### config.mk
export PLATFORM = sky130hd
export DESIGN_NAME = websocket_frame_deframer
export DESIGN_NICKNAME = d
export VERILOG_FILES = /design/src/hdl/wsd_pkg.sv /design/src/hdl/wsd_in_stage.sv /design/src/hdl/wsd_hdr_parser.sv /design/src/hdl/wsd_out_stage.sv /design/src/hdl/websocket_frame_deframer.sv
export VERILOG_INCLUDE_DIRS = /design/src /design/src/hdl
export SDC_FILE = /design/constraint.sdc
export NUM_CORES = 1
export LEC_CHECK = 0
export CORE_AREA = 2 2 157 144
export CTS_BUF_LIST = sky130_fd_sc_hd__clkbuf_8
export DETAILED_ROUTE_END_ITERATION = 6
export DIE_AREA = 0 0 159 146
export DONT_BUFFER_PORTS = 1
export SLEW_MARGIN = 20
export SYNTH_ARGS = -nofsm -noshare
export SYNTH_HDL_FRONTEND = slang
export SYNTH_SLANG_ARGS = --single-unit
### constraint.sdc
create_clock -name clk -period 5.69 [get_ports clk]
set_input_delay 0.8535 -clock clk [delete_from_list [all_inputs] [get_ports clk]]
set_output_delay 0.8535 -clock clk [all_outputs]
set_load 0.01 [all_outputs]
### src/hdl/websocket_frame_deframer_macros.svh
// assertion macros for the websocket frame deframer
// used by the top level only, no other dependencies
`ifndef WEBSOCKET_FRAME_DEFRAMER_MACROS_SVH
`define WEBSOCKET_FRAME_DEFRAMER_MACROS_SVH

// same-cycle implication, checked outside reset
`define WSD_ASSERT_NOW(label, clk, rst, ante, cons, msg) \
  label: assert property (@(posedge clk) disable iff (rst) (ante) |-> (cons)) else $error(msg);

// next-cycle implication, checked outside reset
`define WSD_ASSERT_NEXT(label, clk, rst, ante, cons, msg) \
  label: assert property (@(posedge clk) disable iff (rst) (ante) |=> (cons)) else $error(msg);

`endif

### src/hdl/wsd_pkg.sv
// shared types and constants for the websocket frame deframer
// no dependencies
package wsd_pkg;

  // width of the payload length counter
  localparam int LEN_WIDTH = 64;
  // width used to compare the length against the 32-bit limit
  localparam int CMP_W = (LEN_WIDTH > 32) ? LEN_WIDTH : 32;
  // header byte counter, enough for the eight bytes of a 64-bit length
  localparam int CNT_W = 3;

  localparam logic [31:0] MAX_LEN_RESET = 32'd65536;
  localparam logic [6:0]  LEN_CODE_16   = 7'd126;
  localparam logic [6:0]  LEN_CODE_64   = 7'd127;
  localparam logic [CNT_W-1:0] EXT16_LAST = CNT_W'(1);
  localparam logic [CNT_W-1:0] EXT64_LAST = CNT_W'(7);
  localparam logic [CNT_W-1:0] MASK_LAST  = CNT_W'(3);

  typedef enum logic [2:0] {
    PH_HDR0,
    PH_HDR1,
    PH_EXT16,
    PH_EXT64,
    PH_MASK,
    PH_PAYLOAD,
    PH_ERROR
  } phase_t;

  typedef enum logic [1:0] {
    KIND_DATA  = 2'd0,
    KIND_EMPTY = 2'd1,
    KIND_ERROR = 2'd2
  } kind_t;

  typedef struct packed {
    kind_t      kind;
    logic [7:0] payload_byte;
    logic [3:0] frame_opcode;
    logic       frame_fin;
    logic       last;
  } result_t;

  typedef struct packed {
    logic load;
    logic dead;
  } parse_status_t;

endpackage

### src/hdl/wsd_in_stage.sv
// input register for the stream byte channel
// depends on nothing but the clock and reset
module wsd_in_stage (
  input  logic       clk,
  input  logic       rst,
  input  logic       byte_valid,
  output logic       byte_ready,
  input  logic [7:0] stream_byte,
  input  logic       take,
  output logic       held_valid,
  output logic [7:0] held_byte
);

  logic       full;
  logic [7:0] data;

  // a slot frees up in the same cycle the parser takes it
  assign byte_ready = !full || take;
  assign held_valid = full;
  assign held_byte  = data;

  // occupancy flag
  always_ff @(posedge clk) begin
    if (rst) begin
      full <= 1'b0;
    end else if (byte_valid && byte_ready) begin
      full <= 1'b1;
    end else if (take) begin
      full <= 1'b0;
    end
  end

  // byte holding register
  always_ff @(posedge clk) begin
    if (byte_valid && byte_ready) begin
      data <= stream_byte;
    end
  end

endmodule

### src/hdl/wsd_hdr_parser.sv
// frame header parser and payload counter
// depends on wsd_pkg
module wsd_hdr_parser (
  input  logic                clk,
  input  logic                rst,
  input  logic                in_valid,
  input  logic [7:0]          in_byte,
  input  logic                out_space,
  input  logic [31:0]         max_len,
  output logic                take,
  output wsd_pkg::result_t    res,
  output wsd_pkg::parse_status_t status
);

  import wsd_pkg::*;

  phase_t               phase, phase_next;
  logic [3:0]           held_opcode, held_opcode_next;
  logic                 held_fin, held_fin_next;
  logic                 mask_present, mask_present_next;
  logic [CNT_W-1:0]     hdr_cnt, hdr_cnt_next;
  logic [LEN_WIDTH-1:0] remaining, remaining_next;
  logic                 len_ovf, len_ovf_next;

  logic [6:0]           code;
  logic [LEN_WIDTH-1:0] shifted;
  logic                 shift_ovf;
  logic [LEN_WIDTH-1:0] chk_len;
  logic                 chk_ovf;
  logic                 too_long;
  logic                 do_finish;
  logic                 load;

  assign take = in_valid && out_space;
  assign code = in_byte[6:0];

  // next length value while gathering extended length bytes
  assign shifted   = {remaining[LEN_WIDTH-9:0], in_byte};
  assign shift_ovf = (remaining[LEN_WIDTH-1 -: 8] != 8'd0);

  // length that reaches the limit check on this byte
  always_comb begin
    unique case (phase)
      PH_HDR1: begin
        chk_len = LEN_WIDTH'(code);
        chk_ovf = 1'b0;
      end
      PH_EXT16, PH_EXT64: begin
        chk_len = shifted;
        chk_ovf = len_ovf || shift_ovf;
      end
      default: begin
        chk_len = remaining;
        chk_ovf = len_ovf;
      end
    endcase
  end

  assign too_long = chk_ovf || (CMP_W'(chk_len) > CMP_W'(max_len));

  // next state and result
  always_comb begin
    phase_next        = phase;
    held_opcode_next  = held_opcode;
    held_fin_next     = held_fin;
    mask_present_next = mask_present;
    hdr_cnt_next      = hdr_cnt;
    remaining_next    = remaining;
    len_ovf_next      = len_ovf;
    do_finish         = 1'b0;
    load              = 1'b0;
    res.kind          = KIND_DATA;
    res.payload_byte  = 8'd0;
    res.frame_opcode  = held_opcode;
    res.frame_fin     = held_fin;
    res.last          = 1'b0;

    unique case (phase)
      PH_HDR0: begin
        held_fin_next    = in_byte[7];
        held_opcode_next = in_byte[3:0];
        phase_next       = PH_HDR1;
      end
      PH_HDR1: begin
        mask_present_next = in_byte[7];
        len_ovf_next      = 1'b0;
        hdr_cnt_next      = '0;
        if (code == LEN_CODE_16) begin
          remaining_next = '0;
          phase_next     = PH_EXT16;
        end else if (code == LEN_CODE_64) begin
          remaining_next = '0;
          phase_next     = PH_EXT64;
        end else begin
          remaining_next = chk_len;
          if (in_byte[7]) begin
            phase_next = PH_MASK;
          end else begin
            do_finish = 1'b1;
          end
        end
      end
      PH_EXT16, PH_EXT64: begin
        remaining_next = shifted;
        len_ovf_next   = chk_ovf;
        hdr_cnt_next   = hdr_cnt + CNT_W'(1);
        if ((phase == PH_EXT16 && hdr_cnt == EXT16_LAST) ||
            (phase == PH_EXT64 && hdr_cnt == EXT64_LAST)) begin
          hdr_cnt_next = '0;
          if (mask_present) begin
            phase_next = PH_MASK;
          end else begin
            do_finish = 1'b1;
          end
        end
      end
      PH_MASK: begin
        hdr_cnt_next = hdr_cnt + CNT_W'(1);
        if (hdr_cnt == MASK_LAST) begin
          hdr_cnt_next = '0;
          do_finish    = 1'b1;
        end
      end
      PH_PAYLOAD: begin
        load             = 1'b1;
        res.payload_byte = in_byte;
        if (remaining != '0) begin
          remaining_next = remaining - LEN_WIDTH'(1);
        end
        if (remaining <= LEN_WIDTH'(1)) begin
          res.last   = 1'b1;
          phase_next = PH_HDR0;
        end
      end
      PH_ERROR: begin
        phase_next = PH_ERROR;
      end
      default: begin
        phase_next = PH_ERROR;
      end
    endcase

    // end of header: limit check, then empty frame, else payload
    if (do_finish) begin
      if (too_long) begin
        phase_next = PH_ERROR;
        load       = 1'b1;
        res.kind   = KIND_ERROR;
      end else if (chk_len == '0) begin
        phase_next = PH_HDR0;
        load       = 1'b1;
        res.kind   = KIND_EMPTY;
        res.last   = 1'b1;
      end else begin
        phase_next = PH_PAYLOAD;
      end
    end
  end

  assign status.load = take && load;
  assign status.dead = (phase == PH_ERROR);

  // control state
  always_ff @(posedge clk) begin
    if (rst) begin
      phase        <= PH_HDR0;
      held_opcode  <= 4'd0;
      held_fin     <= 1'b0;
      mask_present <= 1'b0;
      hdr_cnt      <= '0;
      remaining    <= '0;
      len_ovf      <= 1'b0;
    end else if (take) begin
      phase        <= phase_next;
      held_opcode  <= held_opcode_next;
      held_fin     <= held_fin_next;
      mask_present <= mask_present_next;
      hdr_cnt      <= hdr_cnt_next;
      remaining    <= remaining_next;
      len_ovf      <= len_ovf_next;
    end
  end

endmodule

### src/hdl/wsd_out_stage.sv
// result register for the output channel
// depends on wsd_pkg
module wsd_out_stage (
  input  logic             clk,
  input  logic             rst,
  input  logic             load,
  input  wsd_pkg::result_t res,
  output logic             space,
  output logic             result_valid,
  input  logic             result_ready,
  output wsd_pkg::result_t held
);

  import wsd_pkg::*;

  logic    full;
  result_t data;

  // room when empty or when the held transaction leaves this cycle
  assign space        = !full || result_ready;
  assign result_valid = full;
  assign held         = data;

  // occupancy flag
  always_ff @(posedge clk) begin
    if (rst) begin
      full <= 1'b0;
    end else if (load) begin
      full <= 1'b1;
    end else if (result_ready) begin
      full <= 1'b0;
    end
  end

  // result holding register
  always_ff @(posedge clk) begin
    if (load) begin
      data <= res;
    end
  end

endmodule

### src/hdl/websocket_frame_deframer.sv
// websocket frame deframer top level: input register, header parser, result register
// a byte goes from the input register through the parser into the result register;
// one byte per cycle sustained while result_ready is high, set by the single parser pass
// synchronous active-high reset: parser waits for a first header byte, limit is 65536
// depends on wsd_pkg, wsd_in_stage, wsd_hdr_parser, wsd_out_stage and the macros header
`include "websocket_frame_deframer_macros.svh"
module websocket_frame_deframer (
  input  logic        clk,
  input  logic        rst,
  input  logic        byte_valid,
  output logic        byte_ready,
  input  logic [7:0]  stream_byte,
  output logic        result_valid,
  input  logic        result_ready,
  output logic [1:0]  kind,
  output logic [7:0]  payload_byte,
  output logic [3:0]  frame_opcode,
  output logic        frame_fin,
  output logic        last,
  input  logic        cfg_valid,
  output logic        cfg_ready,
  input  logic [31:0] cfg_data
);

  import wsd_pkg::*;

  logic          take;
  logic          held_valid;
  logic [7:0]    held_byte;
  logic          space;
  logic [31:0]   max_len;
  result_t       res;
  result_t       out_res;
  parse_status_t status;

  // limit register, always writable
  assign cfg_ready = 1'b1;

  always_ff @(posedge clk) begin
    if (rst) begin
      max_len <= MAX_LEN_RESET;
    end else if (cfg_valid) begin
      max_len <= cfg_data;
    end
  end

  wsd_in_stage u_in (
    .clk        (clk),
    .rst        (rst),
    .byte_valid (byte_valid),
    .byte_ready (byte_ready),
    .stream_byte(stream_byte),
    .take       (take),
    .held_valid (held_valid),
    .held_byte  (held_byte)
  );

  wsd_hdr_parser u_parser (
    .clk      (clk),
    .rst      (rst),
    .in_valid (held_valid),
    .in_byte  (held_byte),
    .out_space(space),
    .max_len  (max_len),
    .take     (take),
    .res      (res),
    .status   (status)
  );

  wsd_out_stage u_out (
    .clk         (clk),
    .rst         (rst),
    .load        (status.load),
    .res         (res),
    .space       (space),
    .result_valid(result_valid),
    .result_ready(result_ready),
    .held        (out_res)
  );

  // result fields
  assign kind         = out_res.kind;
  assign payload_byte = out_res.payload_byte;
  assign frame_opcode = out_res.frame_opcode;
  assign frame_fin    = out_res.frame_fin;
  assign last         = out_res.last;

  // checks
  `WSD_ASSERT_NOW(a_err_not_last, clk, rst, result_valid && out_res.kind == KIND_ERROR,
                  !last, "length error marked last")
  `WSD_ASSERT_NOW(a_ctrl_no_data, clk, rst, result_valid && out_res.kind != KIND_DATA,
                  payload_byte == 8'd0, "data byte on non-data result")
  `WSD_ASSERT_NEXT(a_dead_sticky, clk, rst, status.dead, status.dead, "error lock released")
  `WSD_ASSERT_NOW(a_dead_silent, clk, rst, status.dead, !status.load, "result after error lock")

endmodule
======== Yosys cells after proc, flatten, opt, wreduce, memory -nomap -nowiden ========
Index checks and enable logic that the tools add are counted.
storage, ports and cells
  flip-flop bits (word level) ............. 135
  input bits .............................. 45
cells by class
  add/subtract/negate cells ............... 2
  magnitude comparators ................... 2
  equality and inequality tests ........... 16
  mux-type cells .......................... 42
  bitwise operators ....................... 1
  reductions and logical operators ........ 29
operators by type and width
  operator                                                count
  two-way mux 64 bit                                      3
  one-hot mux 64 bit (3 select lines)                     1
  one-hot mux 64 bit (2 select lines)                     1
  greater-than comparator 64 x 32 -> 1 bit                1
  <= comparator 64 x 1 -> 1 bit (second input constant)   1
  zero test 64 bit                                        1
  nonzero test 64 bit                                     1
  subtractor 64 x 1 -> 64 bit (second input constant)     1
  two-way mux 3 bit                                       11
  two-way mux 1 bit                                       20
  one-hot mux 3 bit (5 select lines)                      1
  == test 7 bit (second input constant)                   2
  == test 3 x 2 -> 1 bit (second input constant)          3
  == test 3 bit (second input constant)                   3
  inequality test 3 x 1 -> 1 bit (second input constant)  3
  one-hot mux 3 bit (3 select lines)                      1
  AND reduction 2 bit                                     4
  nonzero test 8 bit                                      1
  == test 3 x 1 -> 1 bit (second input constant)          2
  AND reduction 6 bit                                     1
  nonzero test 2 bit                                      3
  nonzero test 3 bit                                      2
  logical AND 1 bit                                       5
  logical OR 1 bit                                        5
  11 further kinds                                        15

======== Depth between registers and ports, before layout ========
  depth after elaboration ................. 9
  gate-level depth with buffers ........... 15

======== By module ========
Synthesis repeated with hierarchy kept, for this count alone.
second synthesis, totals
  cell total of the unflattened synthesis .. 1069
  area, all modules ....................... 8593.2 um2
modules (own cells, without submodules)
  module                    instances  cells an instance  area an instance (um2)
  wsd_hdr_parser            1          931                6593.8
  websocket_frame_deframer  1          105                1177.4
  wsd_out_stage             1          20                 526.8
  wsd_in_stage              1          13                 295.3

======== Least setup slack after synthesis ========
OpenSTA, ideal clock, no wires.
  path type ............................... reg-to-reg
  start point ............................. register u_parser.phase[0]
  end point ............................... register u_out.data (netlist bit u_out.held[0]), enable pin
  arrival ................................. 3.641 ns
  required time ........................... 5.302 ns
  slack ................................... 1.661 ns
  stages on the path, launching flop included .. 15
  path buffers ............................ 4
  clock period less this slack ............ 4.029 ns
  cell sequence ........................... dfxtp_1 > o21bai_1 > clkbuf_8 > clkbuf_1 > clkbuf_1 > buf_1 > a22o_1 > ha_1 > nand4_1 > nor4_1 > nor4b_1 > o31ai_1 > a41oi_2 > nor3_1 > nor2_1
between the ends
  word-level cells in the longest chain between the ends .. 8
  elaborated cells on any way between the ends .. 21
RTL lines
  item                                                                                 RTL line                                     RTL
  start, declared                                                                      wsd_hdr_parser.sv:17                         phase_t phase, phase_next;
  start signal, assigned                                                               wsd_hdr_parser.sv:174                        phase <= phase_next;
  == test 3 x 2 -> 1 bit, on equally long branches                                     --
  OR reduction 2 bit                                                                   wsd_hdr_parser.sv:43, wsd_hdr_parser.sv:78
  one-hot mux 64 bit (2 select lines)                                                  wsd_hdr_parser.sv:43                         unique case (phase)
  greater-than comparator 64 x 32 -> 1 bit / zero test 64 bit (equally long branches)  wsd_hdr_parser.sv:59, wsd_hdr_parser.sv:149
  logical OR 1 bit / two-way mux 1 bit (equally long branches)                         wsd_hdr_parser.sv:59, wsd_hdr_parser.sv:149
  two-way mux 1 bit                                                                    wsd_hdr_parser.sv:145                        if (too_long) begin
  two-way mux 1 bit *                                                                  wsd_hdr_parser.sv:144                        if (do_finish) begin
  logical AND 1 bit *                                                                  wsd_hdr_parser.sv:160                        assign status.load = take && load;
  named net u_out.load                                                                 wsd_out_stage.sv:6                           input logic load,
  end signal, assigned                                                                 wsd_out_stage.sv:38                          data <= res;
  end, declared                                                                        wsd_out_stage.sv:17                          result_t data;
The timed path passes the listed nets; every way through them passes the cells marked *.
A chain may end at the register's enable or synchronous reset.

======== Worst setup path after layout ========
  start point ............................. register u_parser.phase[2]
  end point ............................... register u_out.data (netlist bit u_out.held[14]), enable pin
The elaborated chain is that of the path after synthesis.

==> results.sh <==
export IMPL_outcome="complete, no violations"
export IMPL_period_share_pct=76.1
export IMPL_synth_largest_area_cell="dfxtp_1"
export IMPL_synth_seq_cells=135
export IMPL_drt_first_pass_iters=6
export IMPL_h_tree_depth=4
export IMPL_maxSlewHeadroom_pct=41.0
export IMPL_p_comb_share_pct=15.5
export IMPL_n_antenna_cell=0
export IMPL_hold_viol_final=0
export IMPL_drtIter0Drc=902
export IMPL_grt_pass1_wl_um=42300
export IMPL_start_util_pct=39.7
export IMPL_design_area_mm2=0.00907
export IMPL_wirelength_um=26100
export IMPL_die_y_um=146
export IMPL_ys_types=81
export IMPL_required_ns=5.85
export IMPL_pwr_share_clk_pct=38.4
export IMPL_end_kind="flip-flop"
export IMPL_fin_skew_ns=0.0185
export IMPL_yosysWarningCount=0
export IMPL_async_reset_ff_share_pct=0
export IMPL_yosysMostFrequentCell="nand2_1"
export IMPL_postCtsSetupBuffers=0
export IMPL_clock_path_buffers=2
export IMPL_clk_insertion_delay_late_ns=0.48
export IMPL_antenna_found_initial=0
export IMPL_netlist_area_leader_share_pct=26.1
export IMPL_cts_tree="yes"
export IMPL_slew_viol_final=0
export IMPL_numCtsBuffers=17
export IMPL_crit_fanout=35
export IMPL_synth_edf_count=24
export IMPL_final_layout_size_suffix_gt1_share_pct=7.12
export IMPL_path_cells="o21bai_4, mux2i_1, inv_1, ha_1, nand4_1, nor4_1, nor4b_1, o31ai_1, a41oi_2, nor3_1, nor2_1, buf_4"
export IMPL_yosysSeqAreaShare_pct=34.6
export IMPL_synth_nets=1174
export IMPL_timing_critical_path_arrival_ns=4.49
export IMPL_dpl_hpwl_um=17700
export IMPL_cts_sinks=135
export IMPL_switching_share_pct=30.9
export IMPL_vias=8197
export IMPL_layout_nets=1124
export IMPL_p_sw_uw=688
export IMPL_synthTopCellsByArea="dfxtp_1 (26%), edfxtp_1 (8.5%), a21oi_1 (6.4%)"
export IMPL_grt_max_degree=108
export IMPL_finalCriticalPeriod_ns=4.33
export IMPL_max_freq_mhz=231
export IMPL_area_delta_synth_final_pct=6.65
export IMPL_coreArea_mm2=0.0214
export IMPL_rsz0062_at_grt="no"
export IMPL_dr_wl_met3_um=2230
export IMPL_grt_ovfl_total=0
export IMPL_syn_avg_cell_area_um2=7.81
export IMPL_ant_nets=0
export IMPL_drv_cap=0
export IMPL_finalSetupViolCount=0
export IMPL_pwr_share_seq_pct=46.1
export IMPL_placed_cell_area_mm2=0.00865
export IMPL_port_buffers=0
export IMPL_hp_class="flip-flop to flip-flop"
export IMPL_synth_cells_most_frequent="nand2_1 (129), dfxtp_1 (111), a21oi_1 (109), nor2_1 (109), o21ai_0 (77)"
export IMPL_core_rowCount=51
export IMPL_path_class="flip-flop to flip-flop"
export IMPL_globalplace_congestion=0.854
export IMPL_synth_area_mm2=0.00851
export IMPL_power_density_mw_per_mm2=246
export IMPL_grt_usage_pct=22.5
export IMPL_final_setup_tns_ns=0
export IMPL_cts_root_buf="clkbuf_8"
export IMPL_max_stage_delay_ns=0.85
export IMPL_die_width_um=159
export IMPL_avgViaCountPerCell=6.10
export IMPL_cts_resized_gates=0
export IMPL_startpoint_type="flip-flop"
export IMPL_wl_met2_um=11200
export IMPL_met1_length_um=12100
export IMPL_hold_buffers=0
export IMPL_synth_main_ff_cell="dfxtp_1"
export IMPL_p_int_mw=1.54
export IMPL_worst_slew_pin_transition_ns=0.882
export IMPL_synth_cells=1090
export IMPL_drc=0
export IMPL_grt_pass1_vias=7768
export IMPL_vdd_drop_max_uv=116
export IMPL_wl_per_cell_um=19.4
export IMPL_design_die_area_mm2=0.0232
export IMPL_ioPinCount=64
export IMPL_cpMaxStageDelayCell="dfxtp_1"
export IMPL_clk_pin_slew_ns=0.08
export IMPL_power_leakage_nw=3.42
export IMPL_top_layer_used="met4"
layout by cell type (no fill, tap or decap), drive strengths merged, types with 14 or more instances in the layout:
cell type	n
o21ai	77
a22o	18
inv	50
ha	39
nand4	14
nor3	43
nor4	30
dfxtp	111
buf	14
mux2i	35
a21oi	109
and2	17
edfxtp	24
clkbuf	17
nand2	129
nand3	28
nor2	109
final cells by class:
type / instances / area, µm²
inverters: 48 / 180
multi-input cells: 824 / 5060
repair buffers: 14 / 118
well taps: 291 / 364
clock inverters: 15 / 178
clock buffers: 17 / 234
flip-flops and latches: 135 / 2940
fillers: 2221 / 12400
sequential cells by signal (all words and copies together) (netlist names), 3 cells and up:
signal and cells:
u_parser.hdr_cnt 3, u_parser.held_opcode 4, u_parser.remaining 64, u_out.held 16
max_len 32, u_in.held_byte 8, u_parser.phase 3
worst paths after layout:
path                                                           start                            to  slack (ns)  cells past startpoint
worst max-delay path                  u_parser.phase[2]$_SDFFE_PP0P_  u_out.held[14]$_SDFFCE_PP0P_        1.36                     12
worst min-delay path            u_parser.held_opcode[1]$_SDFFE_PP0P_       u_out.held[3]$_DFFE_PP_        0.43                      0
worst max register to register        u_parser.phase[2]$_SDFFE_PP0P_  u_out.held[14]$_SDFFCE_PP0P_        1.36                     12
worst min register to register  u_parser.held_opcode[1]$_SDFFE_PP0P_       u_out.held[3]$_DFFE_PP_        0.43                      0
cells by family (layout without fill, tap and decap cells):
group	Yosys count	count (layout)	share of synthesized area, %
flip-flops	135	135	34.6
adder cells (fa/ha/maj)	39	39	5.74
XOR/XNOR	1	1	0.103
buffers and inverters	131	94	6.44
AND/OR/NAND/NOR	421	421	24.0
multiplexers	37	37	4.38
other	1	1	0.0441
AO/OA/AOI/OAI	325	325	24.7
routing by layer:
layer | up-vias | GRT usage (%)
li1 | 3904 | -
met2 | 415 | 33.1
met4 | 0 | 7.91
met1 | 3824 | 32.6
met3 | 54 | 4.70
met5 | - | 0
through the flow:
stage               hold slack [ns]  utilization, %  cells  power (mW)  worst slack, ns
global route                  0.417            42.3   1344        2.33             1.08
detailed placement            0.420            40.3   1312        1.38             1.49
CTS                           0.438            42.3   1344        2.23             1.45
finish                        0.435            42.3   1344        2.23             1.36
floorplan                     0.408               -   1090        1.30             1.66
global placement              0.413            40.3   1311        1.38             1.43
power groups by stage:
| stage | registers [mW] | logic (mW) | clock network [mW] |
|---|---|---|---|
| after floorplan | 1.03 | 0.269 | 0 |
| after global placement | 1.05 | 0.332 | 0 |
| after detailed placement | 1.05 | 0.335 | 0 |
| after CTS | 1.03 | 0.338 | 0.868 |
| after global routing | 1.03 | 0.382 | 0.914 |
| final | 1.03 | 0.347 | 0.856 |
worst max-delay path: cells and delay by family (launching register included):
| family | cells | cell delay (ns) |
|---|---|---|
| compound gates | 3 | 1.15 |
| simple gates | 5 | 1.01 |
| mux | 1 | 0.34 |
| buf+inv | 2 | 0.33 |
| fa+ha+maj | 1 | 0.31 |
| flops | 1 | 0.85 |
Note: power is estimated with default switching activity, not from simulation.
